==> config.mk <==
export PLATFORM = sky130hd
export DESIGN_NAME = orp_sensor_average_to_ppm_top
export DESIGN_NICKNAME = d
export VERILOG_FILES = /design/src/rtl/core/orpsa_pkg.sv /design/src/rtl/core/orpsa_front.sv /design/src/rtl/core/orpsa_queue.sv /design/src/rtl/core/orpsa_back.sv /design/src/rtl/core/orp_sensor_average_to_ppm_top.sv
export SDC_FILE = /design/constraint.sdc
export NUM_CORES = 2
export LEC_CHECK = 0
export BUFFER_PORTS_ARGS = -buffer_cell sky130_fd_sc_hd__buf_2
export CAP_MARGIN = 10
export CORE_MARGIN = 5
export CORE_UTILIZATION = 55
export CTS_BUF_LIST = sky130_fd_sc_hd__clkbuf_2 sky130_fd_sc_hd__clkbuf_4 sky130_fd_sc_hd__clkbuf_8
export DETAILED_ROUTE_END_ITERATION = 7
export PLACE_DENSITY = 0.67
export SLEW_MARGIN = 20
export SYNTH_ARGS = -nofsm -noshare
export SYNTH_HDL_FRONTEND = slang
export SYNTH_HIERARCHICAL = 1
export SYNTH_SLANG_ARGS = --single-unit
==> constraint.sdc <==
create_clock -name i_clk -period 14.7 [get_ports i_clk]
set_clock_uncertainty 0.1 [all_clocks]
set_input_delay 0.735 -clock i_clk [delete_from_list [all_inputs] [get_ports i_clk]]
set_output_delay 0.735 -clock i_clk [all_outputs]
set_load 0.05 [all_outputs]
==> src/rtl/core/orpsa_pkg.sv <==
`default_nettype none
package orpsa_pkg;

    // Field widths.
    localparam int SAMPLE_W = 10;
    localparam int TIME_W   = 32;
    localparam int SUM_W    = 26;
    localparam int CNT_W    = 16;
    localparam int OFS_W    = 21;
    localparam int INTV_W   = 16;
    localparam int UV_W     = 24;
    localparam int PPM_W    = 14;
    localparam int BAND_W   = 2;

    // Configuration port.
    localparam int CFG_IDX_W  = 1;
    localparam int CFG_DATA_W = 21;

    typedef enum logic [CFG_IDX_W-1:0] {
        CFG_OFFSET   = 1'b0,
        CFG_INTERVAL = 1'b1
    } t_cfg_idx;

    localparam int              MAX_SAMPLES_DEF = 65535;
    localparam logic [INTV_W-1:0] INTV_RESET    = 16'd1000;

    // Report queue between the front and back parts.
    localparam int QDEPTH = 2;
    localparam int QPTR_W = $clog2(QDEPTH);
    localparam int QCNT_W = $clog2(QDEPTH + 1);

    typedef struct packed {
        logic [SUM_W-1:0] sum;
        logic [CNT_W-1:0] count;
    } t_job;

    // Voltage scale: 5000000 / 1023 split into a whole part and a fraction.
    localparam int CODE_FULL  = 1023;
    localparam int VOLT_WHOLE = 4887;
    localparam int VOLT_FRAC  = 599;

    // Concentration constants.
    localparam int THRESH_UV = 380000;
    localparam int MICRO     = 1000000;
    localparam int SLOPE     = 10164;
    localparam int SQRT_BIAS = 4800;
    localparam int PPM_SHIFT = 400000000;
    localparam int PPM_MAX   = 5000;
    localparam int BAND_RED_MAX   = 2000;
    localparam int BAND_GREEN_MAX = 4000;
    localparam int PPM_MIN   = -351;

    // Division of the concentration by 10^6: a shift by 6, then a reciprocal
    // multiplication for the remaining division by 15625. The reciprocal is
    // ceil(2^43 / 15625), exact for every shifted value below 2^29.
    localparam int PPM_PRE_SHIFT   = 6;
    localparam int PPM_RECIP       = 562949954;
    localparam int PPM_RECIP_W     = 30;
    localparam int PPM_RECIP_SHIFT = 43;

    // Iterative divider and square root.
    localparam int DIVN_W      = 35;
    localparam int DIVD_W      = 20;
    localparam int SQRT_IN_W   = 44;
    localparam int SQRT_STEPS  = 22;
    localparam int ROOT_W      = 22;
    localparam int SREM_W      = 24;
    localparam int STEP_W      = 6;

    typedef enum logic [BAND_W-1:0] {
        BAND_OFF   = 2'd0,
        BAND_RED   = 2'd1,
        BAND_GREEN = 2'd2,
        BAND_BLUE  = 2'd3
    } t_band;

endpackage
`default_nettype wire

==> src/rtl/core/orpsa_front.sv <==
`default_nettype none
module orpsa_front #(
    parameter int MAX_SAMPLES = orpsa_pkg::MAX_SAMPLES_DEF
) (
    input  wire logic                          i_clk,
    input  wire logic                          i_rst_n,
    input  wire logic                          i_valid,
    output logic                               o_ready,
    input  wire logic [orpsa_pkg::SAMPLE_W-1:0] i_sample,
    input  wire logic [orpsa_pkg::TIME_W-1:0]   i_now_ms,
    input  wire logic [orpsa_pkg::INTV_W-1:0]   i_interval,
    input  wire logic                          i_full,
    output logic                               o_push,
    output orpsa_pkg::t_job                    o_job
);

    logic [orpsa_pkg::SUM_W-1:0]  r_sum, n_sum;
    logic [orpsa_pkg::CNT_W-1:0]  r_count, n_count;
    logic [orpsa_pkg::TIME_W-1:0] r_last;
    logic [orpsa_pkg::TIME_W-1:0] elapsed;
    logic                         accept;
    logic                         report;

    assign o_ready = !i_full;
    assign accept  = i_valid && o_ready;

    // The sample of this transfer is counted before the interval test.
    always_comb begin
        n_sum   = r_sum;
        n_count = r_count;
        if (r_count < orpsa_pkg::CNT_W'(MAX_SAMPLES)) begin
            n_sum   = r_sum + orpsa_pkg::SUM_W'(i_sample);
            n_count = r_count + orpsa_pkg::CNT_W'(1);
        end
    end

    assign elapsed = i_now_ms - r_last;
    assign report  = elapsed >= orpsa_pkg::TIME_W'(i_interval);

    assign o_push      = accept && report;
    assign o_job.sum   = n_sum;
    assign o_job.count = n_count;

    always_ff @(posedge i_clk) begin
        if (!i_rst_n) begin
            r_sum   <= '0;
            r_count <= '0;
            r_last  <= '0;
        end else if (accept) begin
            if (report) begin
                r_sum   <= '0;
                r_count <= '0;
                r_last  <= i_now_ms;
            end else begin
                r_sum   <= n_sum;
                r_count <= n_count;
            end
        end
    end

endmodule
`default_nettype wire

==> src/rtl/core/orpsa_queue.sv <==
`default_nettype none
module orpsa_queue (
    input  wire logic            i_clk,
    input  wire logic            i_rst_n,
    input  wire logic            i_push,
    input  orpsa_pkg::t_job      i_job,
    output logic                 o_full,
    output logic                 o_valid,
    output orpsa_pkg::t_job      o_job,
    input  wire logic            i_pop
);

    orpsa_pkg::t_job                 r_mem [orpsa_pkg::QDEPTH];
    logic [orpsa_pkg::QPTR_W-1:0]    r_wp;
    logic [orpsa_pkg::QPTR_W-1:0]    r_rp;
    logic [orpsa_pkg::QCNT_W-1:0]    r_fill;
    logic                            do_push;
    logic                            do_pop;

    assign o_full  = r_fill == orpsa_pkg::QCNT_W'(orpsa_pkg::QDEPTH);
    assign o_valid = r_fill != '0;
    assign o_job   = r_mem[r_rp];
    assign do_push = i_push && !o_full;
    assign do_pop  = i_pop && o_valid;

    always_ff @(posedge i_clk) begin
        if (do_push) begin
            r_mem[r_wp] <= i_job;
        end
    end

    always_ff @(posedge i_clk) begin
        if (!i_rst_n) begin
            r_wp   <= '0;
            r_rp   <= '0;
            r_fill <= '0;
        end else begin
            if (do_push) begin
                if (r_wp == orpsa_pkg::QPTR_W'(orpsa_pkg::QDEPTH - 1)) begin
                    r_wp <= '0;
                end else begin
                    r_wp <= r_wp + orpsa_pkg::QPTR_W'(1);
                end
            end
            if (do_pop) begin
                if (r_rp == orpsa_pkg::QPTR_W'(orpsa_pkg::QDEPTH - 1)) begin
                    r_rp <= '0;
                end else begin
                    r_rp <= r_rp + orpsa_pkg::QPTR_W'(1);
                end
            end
            if (do_push && !do_pop) begin
                r_fill <= r_fill + orpsa_pkg::QCNT_W'(1);
            end else if (do_pop && !do_push) begin
                r_fill <= r_fill - orpsa_pkg::QCNT_W'(1);
            end
        end
    end

endmodule
`default_nettype wire

==> src/rtl/core/orpsa_back.sv <==
`default_nettype none
module orpsa_back (
    input  wire logic                                 i_clk,
    input  wire logic                                 i_rst_n,
    input  wire logic                                 i_job_valid,
    input  orpsa_pkg::t_job                           i_job,
    output logic                                      o_pop,
    input  wire logic signed [orpsa_pkg::OFS_W-1:0]   i_offset,
    output logic                                      o_valid,
    input  wire logic                                 i_ready,
    output logic [orpsa_pkg::SAMPLE_W-1:0]            o_average_code,
    output logic signed [orpsa_pkg::UV_W-1:0]         o_voltage_microvolts,
    output logic signed [orpsa_pkg::PPM_W-1:0]        o_ppm,
    output logic [orpsa_pkg::BAND_W-1:0]              o_led_band
);

    localparam int PW_W   = 23;
    localparam int PF_W   = 20;
    localparam int SB_W   = 23;
    localparam int PROD_W = 37;
    localparam int RQ_W   = orpsa_pkg::DIVN_W - orpsa_pkg::PPM_PRE_SHIFT;
    localparam int RP_W   = RQ_W + orpsa_pkg::PPM_RECIP_W;

    typedef enum logic [3:0] {
        S_IDLE,
        S_DIV,
        S_VOLT_MUL,
        S_VOLT_SUM,
        S_SQ_MUL,
        S_SQRT,
        S_PPM_MUL,
        S_PPM_DIV,
        S_CLAMP,
        S_DONE
    } t_state;

    t_state                                   r_state;
    logic [orpsa_pkg::STEP_W-1:0]             r_step;

    // Restoring divider for the mean.
    logic [orpsa_pkg::DIVN_W-1:0]             r_num;
    logic [orpsa_pkg::DIVD_W-1:0]             r_rem;
    logic [orpsa_pkg::DIVD_W-1:0]             r_den;
    logic [orpsa_pkg::DIVD_W:0]               div_sh;
    logic                                     div_ge;
    logic [orpsa_pkg::DIVD_W:0]               div_diff;

    // Square root.
    logic [orpsa_pkg::SQRT_IN_W-1:0]          r_rad;
    logic [orpsa_pkg::ROOT_W-1:0]             r_root;
    logic [orpsa_pkg::SREM_W-1:0]             r_srem;
    logic [orpsa_pkg::SREM_W-1:0]             sq_sh;
    logic [orpsa_pkg::SREM_W-1:0]             sq_trial;
    logic                                     sq_ge;

    // Voltage path.
    logic [orpsa_pkg::SAMPLE_W-1:0]           r_avg;
    logic [PW_W-1:0]                          r_p_whole;
    logic [PF_W-1:0]                          r_p_frac;
    logic [orpsa_pkg::SAMPLE_W-1:0]           volt_q0;
    logic [orpsa_pkg::SAMPLE_W:0]             volt_r;
    logic [orpsa_pkg::SAMPLE_W-1:0]           volt_q;
    logic signed [orpsa_pkg::UV_W-1:0]        uv_next;
    logic signed [orpsa_pkg::UV_W-1:0]        r_uv;
    logic signed [orpsa_pkg::UV_W-1:0]        uv_diff;
    logic [PW_W-1:0]                          p_whole;
    logic [PF_W-1:0]                          p_frac;
    logic [orpsa_pkg::SQRT_IN_W-2:0]          rad_prod;

    // Concentration path.
    logic [SB_W-1:0]                          ppm_sb;
    logic [PROD_W-1:0]                        ppm_prod;
    logic signed [PROD_W-1:0]                 ppm_t;
    logic [PROD_W-1:0]                        ppm_mag;
    logic [RP_W-1:0]                          ppm_rprod;
    logic                                     r_tneg;
    logic signed [orpsa_pkg::PPM_W-1:0]       r_ppm;
    logic [orpsa_pkg::BAND_W-1:0]             r_band;
    logic [orpsa_pkg::BAND_W-1:0]             n_band;
    logic                                     r_out_valid;
    logic                                     out_load;

    function automatic logic [orpsa_pkg::DIVD_W-1:0] DIVD_W_MICRO();
        return orpsa_pkg::DIVD_W'(orpsa_pkg::MICRO);
    endfunction

    assign o_pop   = (r_state == S_IDLE) && i_job_valid;
    assign o_valid = r_out_valid;
    assign o_led_band = r_band;
    assign out_load = (r_state == S_DONE) && (!r_out_valid || i_ready);

    // One quotient bit per step.
    assign div_sh   = {r_rem, r_num[orpsa_pkg::DIVN_W-1]};
    assign div_ge   = div_sh >= {1'b0, r_den};
    assign div_diff = div_sh - {1'b0, r_den};

    // Two radicand bits per step.
    assign sq_sh    = {r_srem[orpsa_pkg::SREM_W-3:0],
                       r_rad[orpsa_pkg::SQRT_IN_W-1 -: 2]};
    assign sq_trial = {r_root, 2'b01};
    assign sq_ge    = sq_sh >= sq_trial;

    assign p_whole = r_num[orpsa_pkg::SAMPLE_W-1:0] * PW_W'(orpsa_pkg::VOLT_WHOLE);
    assign p_frac  = r_num[orpsa_pkg::SAMPLE_W-1:0] * PF_W'(orpsa_pkg::VOLT_FRAC);

    // floor(frac / 1023) with one correction, since the residue stays below 2 * 1023.
    assign volt_q0 = r_p_frac[PF_W-1 -: orpsa_pkg::SAMPLE_W];
    assign volt_r  = (orpsa_pkg::SAMPLE_W + 1)'(r_p_frac[orpsa_pkg::SAMPLE_W-1:0])
                   + (orpsa_pkg::SAMPLE_W + 1)'(volt_q0);
    assign volt_q  = (volt_r >= (orpsa_pkg::SAMPLE_W + 1)'(orpsa_pkg::CODE_FULL))
                   ? volt_q0 + orpsa_pkg::SAMPLE_W'(1) : volt_q0;
    assign uv_next = $signed(orpsa_pkg::UV_W'(r_p_whole))
                   + $signed(orpsa_pkg::UV_W'(volt_q))
                   + orpsa_pkg::UV_W'(i_offset);

    assign uv_diff  = r_uv - $signed(orpsa_pkg::UV_W'(orpsa_pkg::THRESH_UV));
    assign rad_prod = uv_diff[orpsa_pkg::UV_W-2:0] * DIVD_W_MICRO();

    assign ppm_sb   = SB_W'(r_root) + SB_W'(orpsa_pkg::SQRT_BIAS);
    assign ppm_prod = ppm_sb * PROD_W'(orpsa_pkg::SLOPE);
    assign ppm_t    = $signed(ppm_prod) - $signed(PROD_W'(orpsa_pkg::PPM_SHIFT));
    assign ppm_mag  = ppm_t[PROD_W-1] ? (PROD_W'(0) - ppm_t) : ppm_t;

    // Magnitude / 10^6: drop the factor 64 by a shift, then divide by 15625
    // with the reciprocal; the quotient sits above the reciprocal's shift.
    assign ppm_rprod = RP_W'(r_num[orpsa_pkg::DIVN_W-1:orpsa_pkg::PPM_PRE_SHIFT])
                     * RP_W'(orpsa_pkg::PPM_RECIP);

    // A report with zero or negative concentration keeps the previous band.
    always_comb begin
        n_band = r_band;
        if (r_ppm > 0 && r_ppm <= orpsa_pkg::PPM_W'(orpsa_pkg::BAND_RED_MAX)) begin
            n_band = orpsa_pkg::BAND_RED;
        end else if (r_ppm > orpsa_pkg::PPM_W'(orpsa_pkg::BAND_RED_MAX)
                     && r_ppm <= orpsa_pkg::PPM_W'(orpsa_pkg::BAND_GREEN_MAX)) begin
            n_band = orpsa_pkg::BAND_GREEN;
        end else if (r_ppm > orpsa_pkg::PPM_W'(orpsa_pkg::BAND_GREEN_MAX)) begin
            n_band = orpsa_pkg::BAND_BLUE;
        end
    end

    always_ff @(posedge i_clk) begin
        if (!i_rst_n) begin
            r_state     <= S_IDLE;
            r_out_valid <= 1'b0;
            r_band      <= orpsa_pkg::BAND_OFF;
            r_step      <= '0;
        end else begin
            if (r_out_valid && i_ready && !out_load) begin
                r_out_valid <= 1'b0;
            end
            case (r_state)
                S_IDLE: begin
                    if (i_job_valid) begin
                        r_num   <= orpsa_pkg::DIVN_W'(i_job.sum);
                        r_den   <= orpsa_pkg::DIVD_W'(i_job.count);
                        r_rem   <= '0;
                        r_step  <= orpsa_pkg::STEP_W'(orpsa_pkg::DIVN_W - 1);
                        r_state <= S_DIV;
                    end
                end
                S_DIV: begin
                    r_num  <= {r_num[orpsa_pkg::DIVN_W-2:0], div_ge};
                    r_rem  <= div_ge ? div_diff[orpsa_pkg::DIVD_W-1:0]
                                     : div_sh[orpsa_pkg::DIVD_W-1:0];
                    r_step <= r_step - orpsa_pkg::STEP_W'(1);
                    if (r_step == '0) begin
                        r_state <= S_VOLT_MUL;
                    end
                end
                S_VOLT_MUL: begin
                    r_avg     <= r_num[orpsa_pkg::SAMPLE_W-1:0];
                    r_p_whole <= p_whole;
                    r_p_frac  <= p_frac;
                    r_state   <= S_VOLT_SUM;
                end
                S_VOLT_SUM: begin
                    r_uv    <= uv_next;
                    r_state <= S_SQ_MUL;
                end
                S_SQ_MUL: begin
                    if (r_uv < $signed(orpsa_pkg::UV_W'(orpsa_pkg::THRESH_UV))) begin
                        r_ppm   <= '0;
                        r_state <= S_DONE;
                    end else begin
                        r_rad   <= {1'b0, rad_prod};
                        r_root  <= '0;
                        r_srem  <= '0;
                        r_step  <= orpsa_pkg::STEP_W'(orpsa_pkg::SQRT_STEPS - 1);
                        r_state <= S_SQRT;
                    end
                end
                S_SQRT: begin
                    r_rad  <= {r_rad[orpsa_pkg::SQRT_IN_W-3:0], 2'b00};
                    r_srem <= sq_ge ? (sq_sh - sq_trial) : sq_sh;
                    r_root <= {r_root[orpsa_pkg::ROOT_W-2:0], sq_ge};
                    r_step <= r_step - orpsa_pkg::STEP_W'(1);
                    if (r_step == '0) begin
                        r_state <= S_PPM_MUL;
                    end
                end
                S_PPM_MUL: begin
                    r_tneg  <= ppm_t[PROD_W-1];
                    r_num   <= ppm_mag[orpsa_pkg::DIVN_W-1:0];
                    r_state <= S_PPM_DIV;
                end
                S_PPM_DIV: begin
                    r_num   <= orpsa_pkg::DIVN_W'(ppm_rprod[RP_W-1:orpsa_pkg::PPM_RECIP_SHIFT]);
                    r_state <= S_CLAMP;
                end
                S_CLAMP: begin
                    // Truncation toward zero: negate the magnitude quotient.
                    if (r_tneg) begin
                        r_ppm <= orpsa_pkg::PPM_W'(0) - r_num[orpsa_pkg::PPM_W-1:0];
                    end else if (r_num > orpsa_pkg::DIVN_W'(orpsa_pkg::PPM_MAX)) begin
                        r_ppm <= orpsa_pkg::PPM_W'(orpsa_pkg::PPM_MAX);
                    end else begin
                        r_ppm <= r_num[orpsa_pkg::PPM_W-1:0];
                    end
                    r_state <= S_DONE;
                end
                S_DONE: begin
                    if (out_load) begin
                        o_average_code       <= r_avg;
                        o_voltage_microvolts <= r_uv;
                        o_ppm                <= r_ppm;
                        r_band               <= n_band;
                        r_out_valid          <= 1'b1;
                        r_state              <= S_IDLE;
                    end
                end
                default: begin
                    r_state <= S_IDLE;
                end
            endcase
        end
    end

`ifndef SYNTH
    // The mean of samples never exceeds the largest code.
    a_avg_fits: assert property (@(posedge i_clk) disable iff (!i_rst_n)
        (r_state == S_VOLT_MUL) |-> (r_num[orpsa_pkg::DIVN_W-1:orpsa_pkg::SAMPLE_W] == '0))
        else $error("average quotient wider than a sample");

    a_ppm_range: assert property (@(posedge i_clk) disable iff (!i_rst_n)
        o_valid |-> (o_ppm >= orpsa_pkg::PPM_W'(orpsa_pkg::PPM_MIN)
                     && o_ppm <= orpsa_pkg::PPM_W'(orpsa_pkg::PPM_MAX)))
        else $error("ppm out of range");

    a_below_thresh: assert property (@(posedge i_clk) disable iff (!i_rst_n)
        (o_valid && o_voltage_microvolts < $signed(orpsa_pkg::UV_W'(orpsa_pkg::THRESH_UV)))
        |-> (o_ppm == '0))
        else $error("nonzero ppm below threshold voltage");

    a_band_lit: assert property (@(posedge i_clk) disable iff (!i_rst_n)
        (o_valid && o_ppm > 0) |-> (o_led_band != orpsa_pkg::BAND_OFF))
        else $error("positive ppm with indicator off");
`endif

endmodule
`default_nettype wire

==> src/rtl/core/orp_sensor_average_to_ppm_top.sv <==
// Averaging probe front end. Every input transfer carries one 10-bit converter
// sample and a millisecond timestamp; samples are summed and counted (the
// count saturates at MAX_SAMPLES, after which samples are ignored), and once
// report_interval_ms has elapsed since the last report (modulo 2^32) one result
// transfer follows with the mean code, the mean as microvolts plus the offset,
// a ppm estimate (zero below 380000 uV, at most 5000) and the indicator band.
// The input side takes one sample per clock; it stalls only while two reports
// are already queued for the back end. There a report passes through the
// one-bit-per-cycle divider for the mean and, unless the voltage is below
// threshold, the two-bit-per-cycle square root; the ppm scale is a reciprocal
// multiplication. Configuration writes take effect at once and should only be
// made while no report is pending.
`default_nettype none
module orp_sensor_average_to_ppm_top #(
    parameter int MAX_SAMPLES = orpsa_pkg::MAX_SAMPLES_DEF
) (
    input  wire logic                                  i_clk,
    input  wire logic                                  i_rst_n,
    // Sample channel.
    input  wire logic                                  i_valid,
    output logic                                       o_ready,
    input  wire logic [orpsa_pkg::SAMPLE_W-1:0]        i_sample,
    input  wire logic [orpsa_pkg::TIME_W-1:0]          i_now_ms,
    // Result channel.
    output logic                                       o_valid,
    input  wire logic                                  i_ready,
    output logic [orpsa_pkg::SAMPLE_W-1:0]             o_average_code,
    output logic signed [orpsa_pkg::UV_W-1:0]          o_voltage_microvolts,
    output logic signed [orpsa_pkg::PPM_W-1:0]         o_ppm,
    output logic [orpsa_pkg::BAND_W-1:0]               o_led_band,
    // Configuration write port.
    input  wire logic                                  i_cfg_we,
    input  wire logic [orpsa_pkg::CFG_IDX_W-1:0]       i_cfg_index,
    input  wire logic [orpsa_pkg::CFG_DATA_W-1:0]      i_cfg_data
);

    logic signed [orpsa_pkg::OFS_W-1:0]  r_offset;
    logic [orpsa_pkg::INTV_W-1:0]        r_interval;

    logic                                q_full;
    logic                                q_push;
    logic                                q_valid;
    logic                                q_pop;
    orpsa_pkg::t_job                     front_job;
    orpsa_pkg::t_job                     back_job;

    // Configuration registers. Both register indexes are defined, so every
    // write lands in one of them.
    always_ff @(posedge i_clk) begin
        if (!i_rst_n) begin
            r_offset   <= '0;
            r_interval <= orpsa_pkg::INTV_RESET;
        end else if (i_cfg_we) begin
            case (orpsa_pkg::t_cfg_idx'(i_cfg_index))
                orpsa_pkg::CFG_OFFSET: begin
                    r_offset <= $signed(i_cfg_data[orpsa_pkg::OFS_W-1:0]);
                end
                orpsa_pkg::CFG_INTERVAL: begin
                    r_interval <= i_cfg_data[orpsa_pkg::INTV_W-1:0];
                end
                default: begin
                    r_interval <= r_interval;
                end
            endcase
        end
    end

    // The front end accumulates samples up to MAX_SAMPLES and decides when a report
    // is due. A due report is handed off as a snapshot of the sum and count, so the
    // accumulation restarts in the same cycle.
    orpsa_front #(
        .MAX_SAMPLES (MAX_SAMPLES)
    ) u_front (
        .i_clk      (i_clk),
        .i_rst_n    (i_rst_n),
        .i_valid    (i_valid),
        .o_ready    (o_ready),
        .i_sample   (i_sample),
        .i_now_ms   (i_now_ms),
        .i_interval (r_interval),
        .i_full     (q_full),
        .o_push     (q_push),
        .o_job      (front_job)
    );

    // Pending reports wait here while the back end is busy.
    orpsa_queue u_queue (
        .i_clk   (i_clk),
        .i_rst_n (i_rst_n),
        .i_push  (q_push),
        .i_job   (front_job),
        .o_full  (q_full),
        .o_valid (q_valid),
        .o_job   (back_job),
        .i_pop   (q_pop)
    );

    // The back end divides, scales, takes the square root and drives the
    // result register; it starts on the next report while a finished result
    // still waits for its transfer.
    orpsa_back u_back (
        .i_clk                (i_clk),
        .i_rst_n              (i_rst_n),
        .i_job_valid          (q_valid),
        .i_job                (back_job),
        .o_pop                (q_pop),
        .i_offset             (r_offset),
        .o_valid              (o_valid),
        .i_ready              (i_ready),
        .o_average_code       (o_average_code),
        .o_voltage_microvolts (o_voltage_microvolts),
        .o_ppm                (o_ppm),
        .o_led_band           (o_led_band)
    );

endmodule
`default_nettype wire

==> results.tsv <==
stage	metric	value	unit
worst_setup_path	CP max stage cell	xnor2_2	
synth	leading cell type by number of instances after synthesis	inv_1	
job	max-cap violations	0	
grt	antenna violations before repair	4	
floorplan	Core Box Area	105600	sq um
clock_network	post-cts resize count	0	
synth	Mapped Area	58530	sq um
synth	top_reg_cell synth	edfxtp_1	
worst_setup_path	CP startpoint kind	flip-flop	
cells_and_area	fin nets	7614	
grt	vias in the first global route	44312	
worst_setup_path	data required time of the critical path	15.06	ns
sta	Final setup violation count	0	
clock_network	Clock Path Buffers	3	
placement	Final GP Congestion	0.9451	
route	WL final	147800	microns
floorplan	top-level I/O count	121	
floorplan	die span in x	336.2	microns
hold_path	class of the worst hold path	primary input to flip-flop	
synth	Mapped Avg Cell Area	9.860	sq um
worst_setup_path	CP Max Fanout	23	
synth	number of synthesized register bits	503	
synth	top cells by area, synth	fa_1, edfxtp_1, ha_1, inv_1, dfxtp_1	
synth	largest area contributor in the netlist	fa_1	
synth	register area share after synthesis	23.60	%
sta	Final Max Tran Viols	0	
floorplan	DIE HEIGHT	336.2	microns
cells_and_area	layout cells sized above 1	7.343	%
clock_network	CTS tree	built	
route	Initial DRC Count	2695	
worst_setup_path	Setup Crit Path Kind	flip-flop to flip-flop	
sta	Period Utilization, post-route	66.21	%
worst_setup_path	CP dominant cell by count	inv_1	
clock_network	postcts setup bufs	0	
synth	total number of yosys warnings	6	
sta	unrepaired setup endpoints after global routing	no	
sta	FMAX	102.7	MHz
placement	Post-DP HPWL	117100	microns
sta	Tightest Pin Transition	1.066	ns
placement	Port Buf Inserts	120	
cells_and_area	Final Non-Filler Cells	7520	
worst_setup_path	Setup crit end kind	flip-flop	
worst_setup_path	Crit path largest cell delay	0.59	ns
cells_and_area	Fillers	9130	
grt	gr usage total	26.48	%
synth	post-synth top area share	20.45	%
clock_network	CTS root buf	clkbuf_8	
grt	largest net degree at the start of global routing	100	
route	post-DR vias/cell	5.715	
placement	cell count after placement	7355	
route	via count	42974	
cells_and_area	Multi-input gate area	39980	sq um
clock_network	CTS Buf Count	89	
floorplan	Initial Util	55.44	%
route	drt first pass iters	6	
clock_network	hold buffer count at CTS	0	
clock_network	Clock Latency Late Sink	0.75	ns
clock_network	H-Tree Depth	3	
synth	Synth cell types	104	
synth	Post-synth top cells	inv_1, ha_1, fa_1	
cells_and_area	area delta synth->final	7.019	%
clock_network	CTS sink count	503	
synth	Synth Instances	5936	
route	ANT nets after route	0	
status	status	completed	
sta	min Tclk post-route	9.733	ns
cells_and_area	Register Area	13810	sq um
sta	setup TNS	0	ns
synth	ys async rst share	0	%
synth	Net Count, Synth	7494	
synth	Post-synth EDFFs	374	
sta	final hold vios	0	
floorplan	row count	119	
sta	Rel. slew slack	28.91	%
worst_setup_path	Arr. time, crit path	10.09	ns
route	average wire per standard cell	19.66	microns
clock_network	Clk pin slew, worst setup/hold paths	0.06	ns
floorplan	DIE AREA	113000	sq um
route	DRC viols	0	
grt	first-pass GRT wire length	238600	microns
grt	GRT overflow	0	
## final cells by class
cell class                      count  share of cell area (%)
Multi-Input combinational cell   4174                   63.83
Inverter                         1111                   6.660
Antenna cell                        1                0.003995
Clock buffer                      123                   2.473
Sequential cell                   503                   22.06
Clock inverter                     40                  0.4774
Timing Repair Buffer              177                   1.716
Tap cell                         1391                   2.779
## flip-flops by register name, indices dropped and copies added (netlist names), 24 cells and up, named ones only
| name | cells |
|---|---|
| u_back/r_rad | 38 |
| u_front/r_last | 32 |
| u_back/r_uv | 24 |
| u_front/r_sum | 26 |
| u_queue/r_mem | 84 |
| u_back/o_voltage_microvolts | 24 |
| u_back/r_num | 35 |
## logic make-up (layout without fill, tap and decap cells)
logic type | after synthesis | after routing | share of synthesized area (%)
fa+ha+maj | 1490 | 1490 | 39.52
simple gates | 1280 | 1280 | 10.82
buf+inv | 1259 | 1451 | 8.295
compound gates | 993 | 993 | 11.26
flops | 503 | 503 | 23.60
xor+xnor | 309 | 309 | 4.650
mux | 102 | 102 | 1.847
other cells | 0 | 1 | 0
## metrics by stage
| stage | setup WS [ns] | utilization [%] | hold WS (ns) | instance area [sq um] |
|---|---|---|---|---|
| after CTS | 5.048 | 59.30 | 0.09775 | 62600 |
| final | 4.967 | 59.33 | 0.1760 | 62630 |
| after floorplan | 6.379 | - | 0.3003 | 58530 |
| after global routing | 4.169 | 59.33 | 0.1448 | 62630 |
| after detailed placement | 5.087 | 57.55 | 0.3057 | 60750 |
| after global placement | 5.246 | 57.51 | 0.3013 | 60710 |
## placed cells by master, fill, tap and decap left out, types with 16 or more instances in the layout
cell / instances
a211oi_1: 41
a21boi_0: 18
a21o_1: 90
a21oi_1: 276
a22oi_1: 20
a31oi_1: 33
a32oi_1: 34
and2_1: 22
and3_1: 74
buf_2: 119
buf_4: 55
clkbuf_4: 23
clkbuf_8: 100
dfxtp_1: 128
edfxtp_1: 374
fa_1: 598
ha_1: 891
inv_1: 1109
mux2_2: 48
mux2i_1: 54
nand2_1: 357
nand2b_1: 72
nand3_1: 122
nand4_1: 105
nor2_1: 272
nor2b_1: 27
nor3_1: 70
nor3b_1: 20
nor4_1: 27
o211ai_1: 42
o21a_1: 35
o21ai_0: 182
o21bai_1: 36
o22ai_1: 16
or3_1: 33
xnor2_1: 209
xor2_1: 96
## final timing paths
kind | depth (start not counted) | slack (ns) | startpoint | endpoint
worst max-delay path | 30 | 4.97 | u_back/r_root[6] | u_back/r_num[28]
worst min-delay path | 3 | 0.18 | i_cfg_data[3] | r_offset[3]
worst max register to register | 30 | 4.97 | u_back/r_root[6] | u_back/r_num[28]
worst min register to register | 0 | 0.32 | u_back/r_avg[8] | u_back/o_average_code[8]
## critical path, delay by kind of cell, from the launching register on
kind | cells | cell delay [ns]
simple gates | 5 | 1.44
buf+inv | 7 | 1.15
compound gates | 7 | 1.54
mux | 1 | 0.32
fa+ha+maj | 7 | 3.10
xor+xnor | 3 | 1.37
flops | 1 | 0.40
## metal layers
metal | global-route usage [%] | vias to the layer above | routed length [microns]
met5 | 0 | - | 17
met4 | 7.387 | 2 | 4071
met3 | 3.787 | 235 | 8524
met2 | 44.10 | 1137 | 69110
met1 | 36.48 | 21153 | 66120
li1 | - | 20447 | -
Power is not shown: default switching activity piles up to over one toggle a cycle in this logic, so the estimate is an artifact.
